--- src/design/meab_pkg.sv ---
// Shared types and constants of the mesh edge adjacency builder.
// No dependencies; used by every design file except meab_ram.
package meab_pkg;

  localparam int DEF_MAX_NODES     = 4096;
  localparam int DEF_MAX_EDGES     = 8192;
  localparam int DEF_MAX_NEIGHBORS = 8;

  localparam int NODE_W  = 12;
  localparam int EID_W   = 13;
  localparam int SLOT_W  = 3;
  localparam int CAP_W   = 14;
  localparam int DEG_O_W = 4;
  localparam int STAT_W  = 2;

  localparam logic [CAP_W-1:0] CAP_RESET = 14'd8192;
  localparam int OPQ_DEPTH = 4;

  typedef enum logic [1:0] {
    ACT_ADD    = 2'd0,
    ACT_RDNODE = 2'd1,
    ACT_RDEDGE = 2'd2,
    ACT_CLEAR  = 2'd3
  } action_t;

  typedef enum logic [1:0] {
    ST_OK       = 2'd0,
    ST_EDGEFULL = 2'd1,
    ST_NODEFULL = 2'd2,
    ST_RANGE    = 2'd3
  } status_t;

  // One unit of back-end work: an ordered edge, a read or a clear.
  typedef struct packed {
    action_t             kind;
    logic [NODE_W-1:0]   lo;
    logic [NODE_W-1:0]   hi;
    logic [SLOT_W-1:0]   slot;
    logic [EID_W-1:0]    eidx;
    logic                last;
  } op_t;

  typedef struct packed {
    logic [EID_W-1:0]   edge_id;
    logic [NODE_W-1:0]  end_low;
    logic [NODE_W-1:0]  end_high;
    logic               is_new;
    logic [NODE_W-1:0]  neighbor_node;
    logic [DEG_O_W-1:0] node_degree;
    logic [CAP_W-1:0]   total_edges;
    status_t            status;
    logic               last;
  } res_t;

endpackage

--- src/design/meab_front.sv ---
// Front end: accepts input transactions, splits a triangle into three ordered
// edges and queues work for the back end. Depends on meab_pkg.
module meab_front (
  input  logic                       clk,
  input  logic                       rst_n,
  input  logic                       in_push,
  output logic                       in_full,
  input  logic [1:0]                 in_action,
  input  logic [meab_pkg::NODE_W-1:0] in_node_a,
  input  logic [meab_pkg::NODE_W-1:0] in_node_b,
  input  logic [meab_pkg::NODE_W-1:0] in_node_c,
  input  logic [meab_pkg::SLOT_W-1:0] in_slot,
  input  logic [meab_pkg::EID_W-1:0]  in_edge_index,
  output logic                       op_valid,
  output meab_pkg::op_t              op_head,
  input  logic                       op_pop
);

  localparam int QD = meab_pkg::OPQ_DEPTH;
  localparam int PW = $clog2(QD);
  localparam int CW = $clog2(QD + 1);

  meab_pkg::op_t q_r [QD];
  logic [PW-1:0] wp_r, wp_nxt, rp_r, rp_nxt;
  logic [CW-1:0] cnt_r, cnt_nxt;

  logic                        tri_busy_r, tri_busy_nxt;
  logic [1:0]                  step_r, step_nxt;
  logic [meab_pkg::NODE_W-1:0] ta_r, tb_r, tc_r;

  logic                        q_full, acc, push;
  meab_pkg::op_t               push_op;
  logic [meab_pkg::NODE_W-1:0] p, q;

  assign q_full   = (cnt_r == CW'(QD));
  assign in_full  = tri_busy_r || q_full;
  assign acc      = in_push && !in_full;
  assign op_valid = (cnt_r != '0);
  assign op_head  = q_r[rp_r];

  always_comb begin
    unique case (step_r)
      2'd0:    begin p = ta_r; q = tb_r; end
      2'd1:    begin p = tb_r; q = tc_r; end
      default: begin p = tc_r; q = ta_r; end
    endcase
  end

  always_comb begin
    push         = 1'b0;
    push_op      = '0;
    tri_busy_nxt = tri_busy_r;
    step_nxt     = step_r;
    if (tri_busy_r) begin
      if (!q_full) begin
        push         = 1'b1;
        push_op.kind = meab_pkg::ACT_ADD;
        push_op.lo   = (p < q) ? p : q;
        push_op.hi   = (p < q) ? q : p;
        push_op.last = (step_r == 2'd2);
        step_nxt     = step_r + 2'd1;
        if (step_r == 2'd2) begin
          tri_busy_nxt = 1'b0;
        end
      end
    end else if (acc) begin
      if (meab_pkg::action_t'(in_action) == meab_pkg::ACT_ADD) begin
        tri_busy_nxt = 1'b1;
        step_nxt     = 2'd0;
      end else begin
        push         = 1'b1;
        push_op.kind = meab_pkg::action_t'(in_action);
        push_op.lo   = in_node_a;
        push_op.slot = in_slot;
        push_op.eidx = in_edge_index;
        push_op.last = 1'b1;
      end
    end
  end

  always_comb begin
    wp_nxt  = push ? wp_r + PW'(1) : wp_r;
    rp_nxt  = (op_pop && op_valid) ? rp_r + PW'(1) : rp_r;
    cnt_nxt = cnt_r + CW'(push) - CW'(op_pop && op_valid);
  end

  always_ff @(posedge clk) begin
    if (!rst_n) begin
      wp_r       <= '0;
      rp_r       <= '0;
      cnt_r      <= '0;
      tri_busy_r <= 1'b0;
      step_r     <= 2'd0;
    end else begin
      wp_r       <= wp_nxt;
      rp_r       <= rp_nxt;
      cnt_r      <= cnt_nxt;
      tri_busy_r <= tri_busy_nxt;
      step_r     <= step_nxt;
    end
  end

  always_ff @(posedge clk) begin
    if (push) begin
      q_r[wp_r] <= push_op;
    end
    if (acc && !tri_busy_r) begin
      ta_r <= in_node_a;
      tb_r <= in_node_b;
      tc_r <= in_node_c;
    end
  end

endmodule

--- config.mk ---
export PLATFORM = sky130hd
export DESIGN_NAME = meab_front
export DESIGN_NICKNAME = d
export VERILOG_FILES = /design/src/design/meab_pkg.sv /design/src/design/meab_front.sv
export SDC_FILE = /design/constraint.sdc
export NUM_CORES = 1
export LEC_CHECK = 0
export ABC_AREA = 1
export BUFFER_PORTS_ARGS = -buffer_cell sky130_fd_sc_hd__buf_2
export CAP_MARGIN = 0
export CORE_MARGIN = 2
export CORE_UTILIZATION = 37
export DETAILED_ROUTE_END_ITERATION = 8
export PLACE_DENSITY = 0.56
export SLEW_MARGIN = 20
export SYNTH_ARGS = -nofsm -noshare
export SYNTH_HDL_FRONTEND = slang
export SYNTH_SLANG_ARGS = --single-unit
export TNS_END_PERCENT = 5
--- constraint.sdc ---
create_clock -name clk -period 4.85 [get_ports clk]
set_clock_uncertainty 0.1 [all_clocks]
set_input_delay 0 -clock clk [delete_from_list [all_inputs] [get_ports clk]]
set_output_delay 0 -clock clk [all_outputs]
set_load 0.05 [all_outputs]
==> results.txt <==
Number of global-route vias before repair: 6371
Number of enable flip-flop cells after synthesis: 208
Worst hold endpoint: tb_r[8]$_DFFE_PP_
Initial standard-cell utilization of the core: 37.5%
Highest attainable clock frequency: 244 MHz
Post-layout min period: 4.10 ns
PwrDens: 559 mW/mm2
Sequential-to-total area share from yosys stat: 68.9%
Most common flop cell mapped by yosys: edfxtp_1
Synthesized net count: 908
Total inserted antenna cells: 0
Via count: 6506
Filler instances: 2391
Final max-slew violation count: 0
Actual slew at the worst max-slew pin: 0.876 ns
DP Wirelength: 13400 um
Max VDD drop: 268 uV
Standard-cell rows: 58
Cell with the largest stage delay on the worst path: ha_1
Aggregate negative setup slack: 0 ns
Clock tree from TritonCTS: built
Synth warn: 0
Overall power after layout: 6.47 mW
Final standard cell area without fillers: 0.0116 mm2
Launch instance of the worst register-to-register path: step_r[1]$_SDFFE_PN0P_
Mean area per synthesized cell: 11.4 um2
Cell with the most instances after synthesis: edfxtp_1
Switching power as a share of total power: 39.8%
Clock Tree Root: clkbuf_16
Mapped Cells: 829
FF-to-FF setup slack: 0.75 ns
Sequential cell area: 0.00649 mm2
Count of distinct cell types in the synthesized netlist: 28
Final hold violation count: 0
Run status: finished clean
First-pass GRT wire length: 34100 um
Maximum fanout encountered on the critical timing path: 25
Wirelength, routed: 21900 um
Full die area: 0.0267 mm2
Register-to-Register Path Depth: 17
Vias per Instance: 4.89
Setup repair after global routing missed its margin: false
Number of antenna violations at the first check in global routing: 0
Net switching power: 2.57 mW
Post-synth ARST share: 0%
Max-capacitance violation count: 0
Overall routing resource usage: 16.4%
Type of element capturing the critical path: flip-flop
Routability-driven placement congestion ratio: 0.839
Worst path buffer plus inverter count: 5
Required time worst endpoint: 5.07 ns
Initial detailed-routing violation count: 608
Cts hold-fix bufs: 57
Top post-synthesis cells by count: 208 x edfxtp_1, 151 x nor2_1, 105 x o21ai_0, 103 x nand2_1, 51 x inv_1
RR Endpoint: q_r[0][24]$_DFFE_PP_
Die Y-Extent: 163 um
Fraction of final layout cells sized beyond drive strength 1: 16.2%
DRC viols: 0
Placement Cell Area: 0.0103 mm2
Final clock period utilization by the worst path: 84.5%
Cell class contributing the biggest share of worst-path delay: adder cells
Total clock buffers created by CTS: 24
Largest stage delay on the critical path: 0.73 ns
Total of flip-flops plus latches after synthesis: 220
Clock network latency to the later pin of the worst-skew pair: 0.51 ns
Layout net count: 1062
Gr ovfl total: 0
Cell type with the largest total area after synthesis: edfxtp_1
Logic pwr share: 36.5%
Core Area: 0.0251 mm2
Hold_sp: in_node_b[8]
Worst-path clk slew: 0.06 ns
Int Power: 3.90 mW
Number of routed nets with antenna violations: 0
Largest net degree at the start of global routing: 61
Largest cells by area after synthesis: edfxtp_1 66%, nor2_1 6.0%, o21ai_0 5.6%
Worst setup startpoint: step_r[1]$_SDFFE_PN0P_
Total of cells resized after clock tree synthesis: 0
Number of failing setup endpoints in the final timing report: 0
Arr. time, crit path: 4.32 ns
CTS H-tree depth: 1
Share of the synthesized area in the top cell type: 66.4%
Tightest slew margin relative to the limit: 41.6%
Min-Delay Path Depth: 2
Clock power frac: 24.8%
Die extent in x: 163 um
Class of the worst hold path: input pin to flip-flop
Buffers inserted during post-CTS setup optimization: 0
Critical Path Source Type: flip-flop
Share of total power in sequential cells: 38.8%
Clock Sinks: 220
Count of pins on the block boundary: 103
Count of buffers from port buffering: 102
Worst Path Class, Setup: flip-flop to flip-flop
Detailed-route wire length per cell: 16.4 um
CP Cell Sequence: inv_1, ha_1, nor2_4, inv_1, nor2_1, a221oi_1, ha_1, nand2_1, inv_1, nand3_1, a31oi_1, nor2_1, buf_4, nand2_4, inv_2, nor2_1, nor2_1
Post-synthesis cell area: 0.00941 mm2
Multi-input gate area in the final layout: 0.00254 mm2
Maximum buffer depth of the clock tree: 3
Top cell by count, worst path: nor2_1
Number of iterations in the first detailed-routing pass: 5
Leakage power: 4.43 nW
Synth-to-layout area growth: 22.8%
Logic depth of the worst setup path including buffers: 17
-- state kept, by name (all words and copies together) (netlist names), named ones only --
name        cells
q_r           172
ta_r           12
tb_r           12
tc_r           12
cnt_r           3
rp_r            2
step_r          2
wp_r            2
tri_busy_r      1
-- routing by layer --
| layer | vias up | global-route usage [%] | share of wire [%] |
|---|---|---|---|
| li1 | 3250 | - | - |
| met1 | 3077 | 22.8 | 47 |
| met2 | 152 | 27.2 | 47 |
| met3 | 27 | 2.59 | 4.4 |
| met4 | 0 | 3.55 | 1.5 |
| met5 | - | 0 | 0 |
-- layout make-up --
cell class | instances | area share (%)
Clock buffer | 32 | 5.46
Clock inverter | 12 | 0.520
Inverter | 59 | 1.92
Multi-Input combinational cell | 506 | 22.0
Sequential cell | 220 | 56.1
Tap cell | 330 | 3.57
Timing Repair Buffer | 172 | 10.4
-- cells by family after synthesis --
family / after synthesis / synth area share, %
simple gates: 300 / 12.9
buf+inv: 103 / 4.40
fa+ha+maj: 21 / 2.87
compound gates: 185 / 10.9
flops: 220 / 68.9
-- power by group through the flow --
stage | logic [mW] | clock network, mW | registers, mW
floorplan | 1.76 | 0 | 2.51
global placement | 2.33 | 0 | 2.54
detailed placement | 2.34 | 0 | 2.55
CTS | 2.38 | 1.64 | 2.51
global route | 2.59 | 1.71 | 2.53
finish | 2.36 | 1.60 | 2.51
-- through the flow --
step | util [%] | setup WS (ns) | std cells | hold WS, ns
2_1_floorplan | - | 0.584 | 829 | -0.00655
3_3_place_gp | 41.0 | 0.934 | 1230 | 0.0760
3_5_place_dp | 41.0 | 0.824 | 1230 | 0.0781
4_1_cts | 46.0 | 0.790 | 1331 | 0.0738
5_1_grt | 46.0 | 0.227 | 1331 | 0.0803
6_report | 46.0 | 0.749 | 1331 | 0.0914
-- worst max-delay path by stage --
stage	end	slack, ns
finish	q_r[0][24]$_DFFE_PP_	0.75
global route	q_r[3][18]$_DFFE_PP_	0.23
CTS	q_r[0][24]$_DFFE_PP_	0.79
detailed placement	q_r[0][24]$_DFFE_PP_	0.82
global placement	q_r[2][20]$_DFFE_PP_	0.93
floorplan	q_r[0][0]$_DFFE_PP_	0.58
-- cell usage in the layout, fill, tap and decap left out --
| cell type | netlist | final |
|---|---|---|
| nand3_2 | 1 | 1 |
| nor2_1 | 151 | 147 |
| ha_1 | 20 | 20 |
| and3_1 | 1 | 1 |
| a21oi_2 | 1 | 1 |
| dlygate4sd3_1 | 0 | 57 |
| o22ai_1 | 43 | 43 |
| nand2_4 | 2 | 2 |
| nand3_1 | 39 | 39 |
| o31ai_1 | 1 | 1 |
| a221oi_1 | 11 | 11 |
| inv_2 | 7 | 9 |
| clkinv_1 | 1 | 10 |
| fa_1 | 1 | 1 |
| clkinv_8 | 0 | 1 |
| a21oi_1 | 22 | 22 |
| o21ai_0 | 105 | 105 |
| nand2_1 | 103 | 103 |
| nor2_2 | 1 | 1 |
| a31oi_1 | 2 | 2 |
| buf_4 | 2 | 11 |
| dfxtp_2 | 0 | 1 |
| edfxtp_1 | 208 | 208 |
| nor2_4 | 1 | 5 |
| nor3_1 | 1 | 1 |
| buf_12 | 0 | 2 |
| clkbuf_1 | 34 | 8 |
| inv_1 | 51 | 49 |
| dfxtp_1 | 12 | 11 |
| buf_2 | 4 | 102 |
| clkbuf_16 | 0 | 24 |
| clkinv_2 | 0 | 2 |
Power figures use the tool's default switching activity.
